$ cat config.mk
export PLATFORM = sky130hd
export DESIGN_NAME = reversible_actuator_travel_guard
export DESIGN_NICKNAME = d
export VERILOG_FILES = /design/src/rtl/core/ratg_pkg.sv /design/src/rtl/core/reversible_actuator_travel_guard.sv /design/src/rtl/core/ratg_cfg.sv /design/src/rtl/core/ratg_step.sv
export SDC_FILE = /design/constraint.sdc
export NUM_CORES = 1
export LEC_CHECK = 0
export BUFFER_PORTS_ARGS = -buffer_cell sky130_fd_sc_hd__clkbuf_2
export CAP_MARGIN = 20
export CORE_MARGIN = 10
export CORE_UTILIZATION = 48
export DETAILED_ROUTE_END_ITERATION = 8
export PLACE_DENSITY = 0.68
export REMOVE_ABC_BUFFERS = 1
export SYNTH_ARGS = -nofsm -noshare
export SYNTH_HDL_FRONTEND = slang
export SYNTH_SLANG_ARGS = --single-unit
$ cat constraint.sdc
create_clock -name clk -period 14.18 [get_ports clk]
set_input_delay 1.418 -clock clk [delete_from_list [all_inputs] [get_ports clk]]
set_output_delay 1.418 -clock clk [all_outputs]
set_load 0.03 [all_outputs]
$ cat src/rtl/core/ratg_pkg.sv
package ratg_pkg;

	localparam int POSITION_BITS = 21;
	localparam int TIMER_BITS    = 32;
	localparam int ELAPSED_BITS  = 10;
	localparam int PULSE_BITS    = 8;
	localparam int ADC_BITS      = 12;
	localparam int KIND_BITS     = 3;
	localparam int FTP_BITS      = 20;
	localparam int SHORT_MS_BITS = 16;
	localparam int CFG_IDX_BITS  = 3;
	localparam int CFG_DATA_BITS = 32;

	typedef enum logic [KIND_BITS-1:0] {
		KIND_TICK      = 3'd0,
		KIND_OPEN_CLR  = 3'd1,
		KIND_CLOSE_CLR = 3'd2,
		KIND_STOP      = 3'd3,
		KIND_OPEN      = 3'd4,
		KIND_CLOSE     = 3'd5
	} kind_t;

	typedef enum logic [1:0] {
		MOT_IDLE    = 2'd0,
		MOT_OPENING = 2'd1,
		MOT_CLOSING = 2'd2,
		MOT_FAULT   = 2'd3
	} motion_t;

	typedef enum logic [2:0] {
		CAUSE_NONE    = 3'd0,
		CAUSE_OVER    = 3'd1,
		CAUSE_STALL   = 3'd2,
		CAUSE_TIMEOUT = 3'd3,
		CAUSE_UNDER   = 3'd4
	} cause_t;

	localparam logic [CFG_IDX_BITS-1:0] REG_FULL_TRAVEL = 3'd0;
	localparam logic [CFG_IDX_BITS-1:0] REG_MAX_TRAVEL  = 3'd1;
	localparam logic [CFG_IDX_BITS-1:0] REG_STALL_TMO   = 3'd2;
	localparam logic [CFG_IDX_BITS-1:0] REG_UNDER_GRACE = 3'd3;
	localparam logic [CFG_IDX_BITS-1:0] REG_OVER_LIMIT  = 3'd4;
	localparam logic [CFG_IDX_BITS-1:0] REG_UNDER_LIMIT = 3'd5;
	localparam logic [CFG_IDX_BITS-1:0] REG_ZERO_CODE   = 3'd6;

	typedef logic signed [POSITION_BITS-1:0] pos_t;

	typedef struct packed {
		logic [FTP_BITS-1:0]      full_travel_pulses;
		logic [TIMER_BITS-1:0]    max_travel_ms;
		logic [SHORT_MS_BITS-1:0] stall_gap_ms;
		logic [SHORT_MS_BITS-1:0] under_grace_ms;
		logic [ADC_BITS-1:0]      over_limit_counts;
		logic [ADC_BITS-1:0]      under_limit_counts;
		logic [ADC_BITS-1:0]      zero_code;
	} cfg_t;

	typedef struct packed {
		logic [KIND_BITS-1:0]    kind;
		logic [ELAPSED_BITS-1:0] elapsed_ms;
		logic [PULSE_BITS-1:0]   pulse_delta;
		logic                    open_limit_hit;
		logic                    close_limit_hit;
		logic [ADC_BITS-1:0]     current_sample;
	} item_t;

	typedef struct packed {
		motion_t                motion;
		cause_t                 cause;
		pos_t                   position;
		logic [TIMER_BITS-1:0]  move_ms;
		logic [TIMER_BITS-1:0]  since_pulse_ms;
	} state_t;

endpackage

$ cat src/rtl/core/reversible_actuator_travel_guard.sv
// a word accepted into the input register passes through the state update into the result register
// throughput: one word per cycle while the result side does not stall; the state update is a
//   single pass of compare/add logic between the input register and the result register
// stalls on the result side hold the result register and any word in the input register
// reset: motion idle, no fault, position and timers zero, registers at their defaults,
//   no word held in either stage
module reversible_actuator_travel_guard (
	input  logic                                     clk,
	input  logic                                     arst_n,
	input  logic                                     in_valid,
	output logic                                     in_stall,
	input  logic [ratg_pkg::KIND_BITS-1:0]           kind,
	input  logic [ratg_pkg::ELAPSED_BITS-1:0]        elapsed_ms,
	input  logic [ratg_pkg::PULSE_BITS-1:0]          pulse_delta,
	input  logic                                     open_limit_hit,
	input  logic                                     close_limit_hit,
	input  logic [ratg_pkg::ADC_BITS-1:0]            current_sample,
	output logic                                     out_valid,
	input  logic                                     out_stall,
	output logic                                     relay_open,
	output logic                                     relay_close,
	output logic [1:0]                               motion,
	output logic [2:0]                               fault_cause,
	output logic signed [ratg_pkg::POSITION_BITS-1:0] position,
	input  logic                                     cfg_we,
	input  logic [ratg_pkg::CFG_IDX_BITS-1:0]        cfg_index,
	input  logic [ratg_pkg::CFG_DATA_BITS-1:0]       cfg_data
);

	ratg_pkg::cfg_t   cfg;
	ratg_pkg::item_t  item_s1;
	logic             valid_s1;
	ratg_pkg::state_t state_q;
	ratg_pkg::state_t state_nxt;
	logic             out_valid_q;
	logic             relay_open_q;
	logic             relay_close_q;
	logic [1:0]       motion_q;
	logic [2:0]       cause_q;
	ratg_pkg::pos_t   position_q;
	logic             out_free;
	logic             step_en;

	ratg_cfg u_cfg (
		.clk       (clk),
		.arst_n    (arst_n),
		.cfg_we    (cfg_we),
		.cfg_index (cfg_index),
		.cfg_data  (cfg_data),
		.cfg       (cfg)
	);

	ratg_step u_step (
		.cfg  (cfg),
		.st   (state_q),
		.item (item_s1),
		.nxt  (state_nxt)
	);

	assign out_free = !out_valid_q || !out_stall;
	assign in_stall = valid_s1 && !out_free;
	assign step_en  = valid_s1 && out_free;

	always_ff @(posedge clk or negedge arst_n) begin
		if (!arst_n) begin
			valid_s1 <= 1'b0;
		end else if (!in_stall) begin
			valid_s1 <= in_valid;
		end
	end

	always_ff @(posedge clk) begin
		if (!in_stall && in_valid) begin
			item_s1.kind            <= kind;
			item_s1.elapsed_ms      <= elapsed_ms;
			item_s1.pulse_delta     <= pulse_delta;
			item_s1.open_limit_hit  <= open_limit_hit;
			item_s1.close_limit_hit <= close_limit_hit;
			item_s1.current_sample  <= current_sample;
		end
	end

	always_ff @(posedge clk or negedge arst_n) begin
		if (!arst_n) begin
			state_q.motion         <= ratg_pkg::MOT_IDLE;
			state_q.cause          <= ratg_pkg::CAUSE_NONE;
			state_q.position       <= '0;
			state_q.move_ms        <= '0;
			state_q.since_pulse_ms <= '0;
			out_valid_q            <= 1'b0;
		end else begin
			if (step_en) begin
				state_q <= state_nxt;
			end
			if (out_free) begin
				out_valid_q <= valid_s1;
			end
		end
	end

	always_ff @(posedge clk) begin
		if (step_en) begin
			relay_open_q  <= state_nxt.motion == ratg_pkg::MOT_OPENING;
			relay_close_q <= state_nxt.motion == ratg_pkg::MOT_CLOSING;
			motion_q      <= state_nxt.motion;
			cause_q       <= (state_nxt.motion == ratg_pkg::MOT_FAULT) ? state_nxt.cause
				: ratg_pkg::CAUSE_NONE;
			position_q    <= state_nxt.position;
		end
	end

	assign out_valid   = out_valid_q;
	assign relay_open  = relay_open_q;
	assign relay_close = relay_close_q;
	assign motion      = motion_q;
	assign fault_cause = cause_q;
	assign position    = position_q;

`ifndef NO_ASSERTIONS
	a_relays_exclusive: assert property (@(posedge clk) disable iff (!arst_n)
		out_valid |-> !(relay_open && relay_close))
		else $error("both relays driven");

	a_cause_only_in_fault: assert property (@(posedge clk) disable iff (!arst_n)
		(out_valid && motion != ratg_pkg::MOT_FAULT) |-> (fault_cause == ratg_pkg::CAUSE_NONE))
		else $error("fault cause shown outside fault");

	a_stall_only_when_full: assert property (@(posedge clk) disable iff (!arst_n)
		in_stall |-> (valid_s1 && out_valid && out_stall))
		else $error("input stalled while result side free");

	a_state_holds: assert property (@(posedge clk) disable iff (!arst_n)
		!step_en |=> $stable(state_q))
		else $error("state changed without a word");

	a_result_follows_step: assert property (@(posedge clk) disable iff (!arst_n)
		step_en |=> out_valid)
		else $error("processed word produced no result");
`endif

endmodule

$ cat src/rtl/core/ratg_cfg.sv
module ratg_cfg (
	input  logic                                clk,
	input  logic                                arst_n,
	input  logic                                cfg_we,
	input  logic [ratg_pkg::CFG_IDX_BITS-1:0]   cfg_index,
	input  logic [ratg_pkg::CFG_DATA_BITS-1:0]  cfg_data,
	output ratg_pkg::cfg_t                      cfg
);

	ratg_pkg::cfg_t cfg_q;

	always_ff @(posedge clk or negedge arst_n) begin
		if (!arst_n) begin
			cfg_q.full_travel_pulses <= '0;
			cfg_q.max_travel_ms      <= ratg_pkg::TIMER_BITS'(60000);
			cfg_q.stall_gap_ms       <= ratg_pkg::SHORT_MS_BITS'(2000);
			cfg_q.under_grace_ms     <= ratg_pkg::SHORT_MS_BITS'(1000);
			cfg_q.over_limit_counts  <= ratg_pkg::ADC_BITS'(1241);
			cfg_q.under_limit_counts <= '0;
			cfg_q.zero_code          <= ratg_pkg::ADC_BITS'(3102);
		end else if (cfg_we) begin
			case (cfg_index)
				ratg_pkg::REG_FULL_TRAVEL:
					cfg_q.full_travel_pulses <= cfg_data[ratg_pkg::FTP_BITS-1:0];
				ratg_pkg::REG_MAX_TRAVEL:
					cfg_q.max_travel_ms <= cfg_data[ratg_pkg::TIMER_BITS-1:0];
				ratg_pkg::REG_STALL_TMO:
					cfg_q.stall_gap_ms <= cfg_data[ratg_pkg::SHORT_MS_BITS-1:0];
				ratg_pkg::REG_UNDER_GRACE:
					cfg_q.under_grace_ms <= cfg_data[ratg_pkg::SHORT_MS_BITS-1:0];
				ratg_pkg::REG_OVER_LIMIT:
					cfg_q.over_limit_counts <= cfg_data[ratg_pkg::ADC_BITS-1:0];
				ratg_pkg::REG_UNDER_LIMIT:
					cfg_q.under_limit_counts <= cfg_data[ratg_pkg::ADC_BITS-1:0];
				ratg_pkg::REG_ZERO_CODE:
					cfg_q.zero_code <= cfg_data[ratg_pkg::ADC_BITS-1:0];
				default: begin
				end
			endcase
		end
	end

	assign cfg = cfg_q;

endmodule

$ cat src/rtl/core/ratg_step.sv
module ratg_step (
	input  ratg_pkg::cfg_t   cfg,
	input  ratg_pkg::state_t st,
	input  ratg_pkg::item_t  item,
	output ratg_pkg::state_t nxt
);

	localparam int P = ratg_pkg::POSITION_BITS;
	localparam int T = ratg_pkg::TIMER_BITS;
	localparam int WIDE_BITS = 33;
	localparam logic [WIDE_BITS-1:0] POS_MAX_U = (WIDE_BITS'(1) << (P - 1)) - WIDE_BITS'(1);
	localparam ratg_pkg::pos_t POS_MAX = {1'b0, {(P-1){1'b1}}};
	localparam ratg_pkg::pos_t POS_MIN = {1'b1, {(P-1){1'b0}}};

	logic [T:0]                        me_sum;
	logic [T:0]                        sp_sum;
	logic [T-1:0]                      me_tick;
	logic [T-1:0]                      sp_tick;
	logic                              has_pulse;
	logic signed [P:0]                 pulse_ext;
	logic signed [P:0]                 pos_ext;
	logic signed [P:0]                 sum_up;
	logic signed [P:0]                 sum_dn;
	ratg_pkg::pos_t                    pos_up;
	ratg_pkg::pos_t                    pos_dn;
	logic [WIDE_BITS-1:0]              ft_wide;
	ratg_pkg::pos_t                    ft_pos;
	logic [ratg_pkg::ADC_BITS-1:0]     cur;
	logic                              moving;
	logic                              limit_stop;
	logic                              is_clear;
	logic                              open_dir;
	logic                              dir_limit;
	ratg_pkg::motion_t                 target;

	// saturating ms timers, 10-bit step into 32-bit count
	assign me_sum  = {1'b0, st.move_ms} + {{(T+1-ratg_pkg::ELAPSED_BITS){1'b0}}, item.elapsed_ms};
	assign sp_sum  = {1'b0, st.since_pulse_ms}
		+ {{(T+1-ratg_pkg::ELAPSED_BITS){1'b0}}, item.elapsed_ms};
	assign me_tick = me_sum[T] ? {T{1'b1}} : me_sum[T-1:0];
	assign has_pulse = item.pulse_delta != '0;
	assign sp_tick = has_pulse ? '0 : (sp_sum[T] ? {T{1'b1}} : sp_sum[T-1:0]);

	// position with overflow detected from the extra sign bit
	assign pulse_ext = $signed({{(P+1-ratg_pkg::PULSE_BITS){1'b0}}, item.pulse_delta});
	assign pos_ext   = {st.position[P-1], st.position};
	assign sum_up    = pos_ext + pulse_ext;
	assign sum_dn    = pos_ext - pulse_ext;
	assign pos_up    = (sum_up[P] != sum_up[P-1]) ? (sum_up[P] ? POS_MIN : POS_MAX)
		: sum_up[P-1:0];
	assign pos_dn    = (sum_dn[P] != sum_dn[P-1]) ? (sum_dn[P] ? POS_MIN : POS_MAX)
		: sum_dn[P-1:0];

	assign ft_wide = {{(WIDE_BITS-ratg_pkg::FTP_BITS){1'b0}}, cfg.full_travel_pulses};
	assign ft_pos  = (ft_wide > POS_MAX_U) ? POS_MAX : ft_wide[P-1:0];

	assign cur = (item.current_sample >= cfg.zero_code) ? item.current_sample - cfg.zero_code
		: cfg.zero_code - item.current_sample;

	assign moving     = (st.motion == ratg_pkg::MOT_OPENING) || (st.motion == ratg_pkg::MOT_CLOSING);
	assign limit_stop = ((st.motion == ratg_pkg::MOT_OPENING) && item.open_limit_hit)
		|| ((st.motion == ratg_pkg::MOT_CLOSING) && item.close_limit_hit);

	assign is_clear  = (item.kind == ratg_pkg::KIND_OPEN_CLR) || (item.kind == ratg_pkg::KIND_CLOSE_CLR);
	assign open_dir  = (item.kind == ratg_pkg::KIND_OPEN_CLR) || (item.kind == ratg_pkg::KIND_OPEN);
	assign dir_limit = open_dir ? item.open_limit_hit : item.close_limit_hit;
	assign target    = open_dir ? ratg_pkg::MOT_OPENING : ratg_pkg::MOT_CLOSING;

	always_comb begin
		nxt = st;
		case (item.kind)
			ratg_pkg::KIND_TICK: begin
				nxt.move_ms        = me_tick;
				nxt.since_pulse_ms = sp_tick;
				if (has_pulse && st.motion == ratg_pkg::MOT_OPENING) begin
					nxt.position = pos_up;
				end else if (has_pulse && st.motion == ratg_pkg::MOT_CLOSING) begin
					nxt.position = pos_dn;
				end
				if (item.open_limit_hit && cfg.full_travel_pulses != '0) begin
					nxt.position = ft_pos;
				end
				// close limit wins when both switches are active
				if (item.close_limit_hit) begin
					nxt.position = '0;
				end
				if (limit_stop) begin
					nxt.motion = ratg_pkg::MOT_IDLE;
				end else if (moving) begin
					if (cur > cfg.over_limit_counts) begin
						nxt.motion = ratg_pkg::MOT_FAULT;
						nxt.cause  = ratg_pkg::CAUSE_OVER;
					end else if (cfg.full_travel_pulses != '0
						&& sp_tick > {{(T-ratg_pkg::SHORT_MS_BITS){1'b0}}, cfg.stall_gap_ms}) begin
						nxt.motion = ratg_pkg::MOT_FAULT;
						nxt.cause  = ratg_pkg::CAUSE_STALL;
					end else if (me_tick > cfg.max_travel_ms) begin
						nxt.motion = ratg_pkg::MOT_FAULT;
						nxt.cause  = ratg_pkg::CAUSE_TIMEOUT;
					end else if (cfg.under_limit_counts != '0
						&& me_tick > {{(T-ratg_pkg::SHORT_MS_BITS){1'b0}}, cfg.under_grace_ms}
						&& cur < cfg.under_limit_counts) begin
						nxt.motion = ratg_pkg::MOT_FAULT;
						nxt.cause  = ratg_pkg::CAUSE_UNDER;
					end
				end
			end
			ratg_pkg::KIND_OPEN_CLR, ratg_pkg::KIND_CLOSE_CLR,
			ratg_pkg::KIND_OPEN, ratg_pkg::KIND_CLOSE: begin
				if (is_clear && st.motion == ratg_pkg::MOT_FAULT) begin
					nxt.motion = ratg_pkg::MOT_IDLE;
					nxt.cause  = ratg_pkg::CAUSE_NONE;
				end
				if (nxt.motion != ratg_pkg::MOT_FAULT) begin
					if (dir_limit) begin
						nxt.motion = ratg_pkg::MOT_IDLE;
					end else if (nxt.motion != target) begin
						nxt.motion         = target;
						nxt.move_ms        = '0;
						nxt.since_pulse_ms = '0;
					end
				end
			end
			ratg_pkg::KIND_STOP: begin
				if (st.motion != ratg_pkg::MOT_FAULT) begin
					nxt.motion = ratg_pkg::MOT_IDLE;
				end
			end
			default: begin
			end
		endcase
	end

endmodule
==> impl_metrics.tcl <==
set metrics [dict create \
    h-tree-depth 1 \
    timing.hold.ws_ps 504 \
    n_fill_cell 3342 \
    r2r-end "fault_cause[0]" \
    worstPathMaxFanout 28 \
    grt_max_degree 77 \
    finalMaxSlewViolations 0 \
    initial_core_util 0.488 \
    num_rows 70 \
    hold_depth 1 \
    fin_tns_setup_ps 0 \
    hold_buffers 0 \
    synth_area_leaders "dfrtp_1 25%, edfxtp_1 11%, ha_1 10%" \
    reg2reg_slack_ps 7770 \
    firstDrtPassIters 6 \
    antenna_cells 0 \
    die_area_um2 45600 \
    wl_mm 51.0 \
    yosys_warnings 0 \
    cp.arrival_ps 6730 \
    post-synth-top-count-cell "nand2_1" \
    relSlewSlack 0.284 \
    antenna_found_initial 2 \
    crit_type "reg -> reg" \
    routedWlPerCell_um 20.4 \
    drc 0 \
    ant_nets 0 \
    drt-initial-drc-count 1274 \
    critical_path.startpoint "item_s1[22]" \
    clkTransAtPathRegs_ps 60 \
    grt_pass1_vias 14935 \
    min_to "u_cfg.cfg[48]" \
    worst_pin_slew_ps 1070 \
    hold_class "reg -> reg" \
    post_synth.cell_area_avg_um2 9.32 \
    synth_enable_flop_cells 63 \
    io_pins 105 \
    worstSkewPairLatency_ps 580 \
    max_freq_ghz 0.156 \
    synthFlopType "dfrtp_1" \
    vias 15047 \
    min_from "u_cfg.cfg[48]" \
    skew_ps 13.5 \
    leakage_nw 8.96 \
    die_x_um 213 \
    finalCritPeriodShare 0.452 \
    synth_top_area_cell "dfrtp_1" \
    rsz0062_at_grt "false" \
    cts_buffers 31 \
    io_buffers 104 \
    coreArea_um2 36800 \
    power_density_nw_per_um2 151 \
    grtUsageTotal 0.224 \
    multi_input_area_um2 9880 \
    register_area_um2 7240 \
    reg2reg_depth 20 \
    status "finished clean" \
    area_delta_synth_final_pct 11.4 \
    dp_hpwl_mm 36.9 \
    cts.sinks 275 \
    drv_cap 0 \
    crit_required_ps 14500 \
    clockRootBuffer "clkbuf_16" \
    grt_pass1_wl_mm 81.9 \
    setup_ws_ps 7770 \
    cts_tree "yes" \
    syn_inst 1927 \
    r2r_start "item_s1[22]" \
    synth_cell_type_count 85 \
    cts_buffer_depth 3 \
    cts_resized 0 \
    synth-seq-cells 275 \
    drive_gt1_frac 0.156 \
    synth_commonest_cells "220 x nand2_1, 181 x dfrtp_1, 161 x o21ai_0" \
    timing.final.crit_period_ps 6410 \
    worstSetupStartpointType "flip-flop" \
    seq_area_frac_synth 0.403 \
    routabilityCongestion 0.944 \
    via_per_inst 6.02 \
    synth_top_area_frac 0.252 \
    post_cts_buffers 0 \
    hold_viol 0 \
    end_kind "flip-flop" \
    finalSetupViolations 0 \
    pre_cts_ws_ps 7830 \
    ys_async_sr_fraction 0.771 \
    gr-total-overflow 0 \
    final_nets 2235 \
    fp.dieH_um 213 \
    vdd.ir_drop.worst_v 0.000101 \
    synth_area_um2 18000 \
]
-- stage by stage --
step / power (mW) / util / instance area (µm²) / std cells
2_1_floorplan: 1.85 / - / 17600 / 1847
3_3_place_gp: 2.16 / 0.515 / 18900 / 2438
3_5_place_dp: 2.19 / 0.515 / 18900 / 2438
4_1_cts: 3.04 / 0.543 / 20000 / 2496
5_1_grt: 3.23 / 0.544 / 20000 / 2498
6_report: 3.02 / 0.544 / 20000 / 2498
-- how the worst max path moves through the flow --
| stage | endpoint | cells past startpoint | slack [ps] |
|---|---|---|---|
| global placement | fault_cause[0] | 20 | 7980 |
| floorplan | fault_cause[0] | 21 | 8770 |
| global route | fault_cause[0] | 20 | 7470 |
| detailed placement | fault_cause[0] | 20 | 7830 |
| finish | fault_cause[0] | 20 | 7770 |
| CTS | fault_cause[0] | 20 | 7780 |
-- placed cells by master, fill, tap and decap left out, drive strengths merged, types with 14 or more instances in the layout --
master	n
ha	149
nor4	20
xnor2	46
buf	22
and2	15
a22o	50
nand4	29
o31ai	14
o211ai	20
nand3	33
dfstp	31
a211oi	24
inv	153
nand2	221
o21ai	167
o21a	14
nand2b	18
nor2	104
clkbuf	140
xor2	27
dfrtp	181
edfxtp	63
nor2b	18
nor3	37
and3	18
a31oi	19
mux2	74
o21bai	15
a21o	36
a21oi	124
-- flip-flops by register name, indices dropped and copies added (netlist names) --
register / flops
u_cfg.cfg: 120
state_q: 90
item_s1: 35
position: 21
fault_cause: 3
motion: 2
out_valid: 1
relay_close: 1
relay_open: 1
valid_s1: 1
-- per-layer routing --
layer  vias to the layer above  GRT usage  share of wire
met4                         0     0.0702          0.030
met3                        87     0.0311          0.068
met2                       527      0.353           0.45
met5                         -          0              0
met1                      7298      0.314           0.46
li1                       7135          -              -
-- kinds of logic after synthesis --
logic type | synth area share
AND/OR/NAND/NOR | 0.150
AO/OA/AOI/OAI | 0.201
flip-flops | 0.403
buffers and inverters | 0.0495
adder cells (fa/ha/maj) | 0.110
multiplexers | 0.0508
XOR/XNOR | 0.0356
-- critical path, cell delays in order (launching register included) --
cell and delay, ps:
edfxtp_1 420, ha_1 250, fa_1 460, a211oi_2 300, o21ai_2 120, a21oi_1 200
buf_4 250, nor2_1 140, nand2_1 810, o21ai_0 460, ha_1 420, a21o_1 160
a21o_1 170, a2111oi_0 450, o21ai_0 230, or4_4 560, o21a_4 230, o31ai_2 270
inv_2 80, nand2_2 90, nor3_1 70
-- power breakdown --
part           total [mW]  switching (mW)  internal [mW]
Sequential           1.07           0.109          0.957
Clock               0.829           0.338          0.492
Combinational        1.13           0.677          0.450
Total                3.02            1.12           1.90
-- final cells by class --
class,instances,share of cell area
clock buffers,37,0.0399
clock inverters,21,0.0120
inverters,151,0.0283
multi-input cells,1421,0.494
flip-flops and latches,275,0.362
well taps,468,0.0293
repair buffers,125,0.0350
Note: power is estimated with default switching activity, not from simulation.
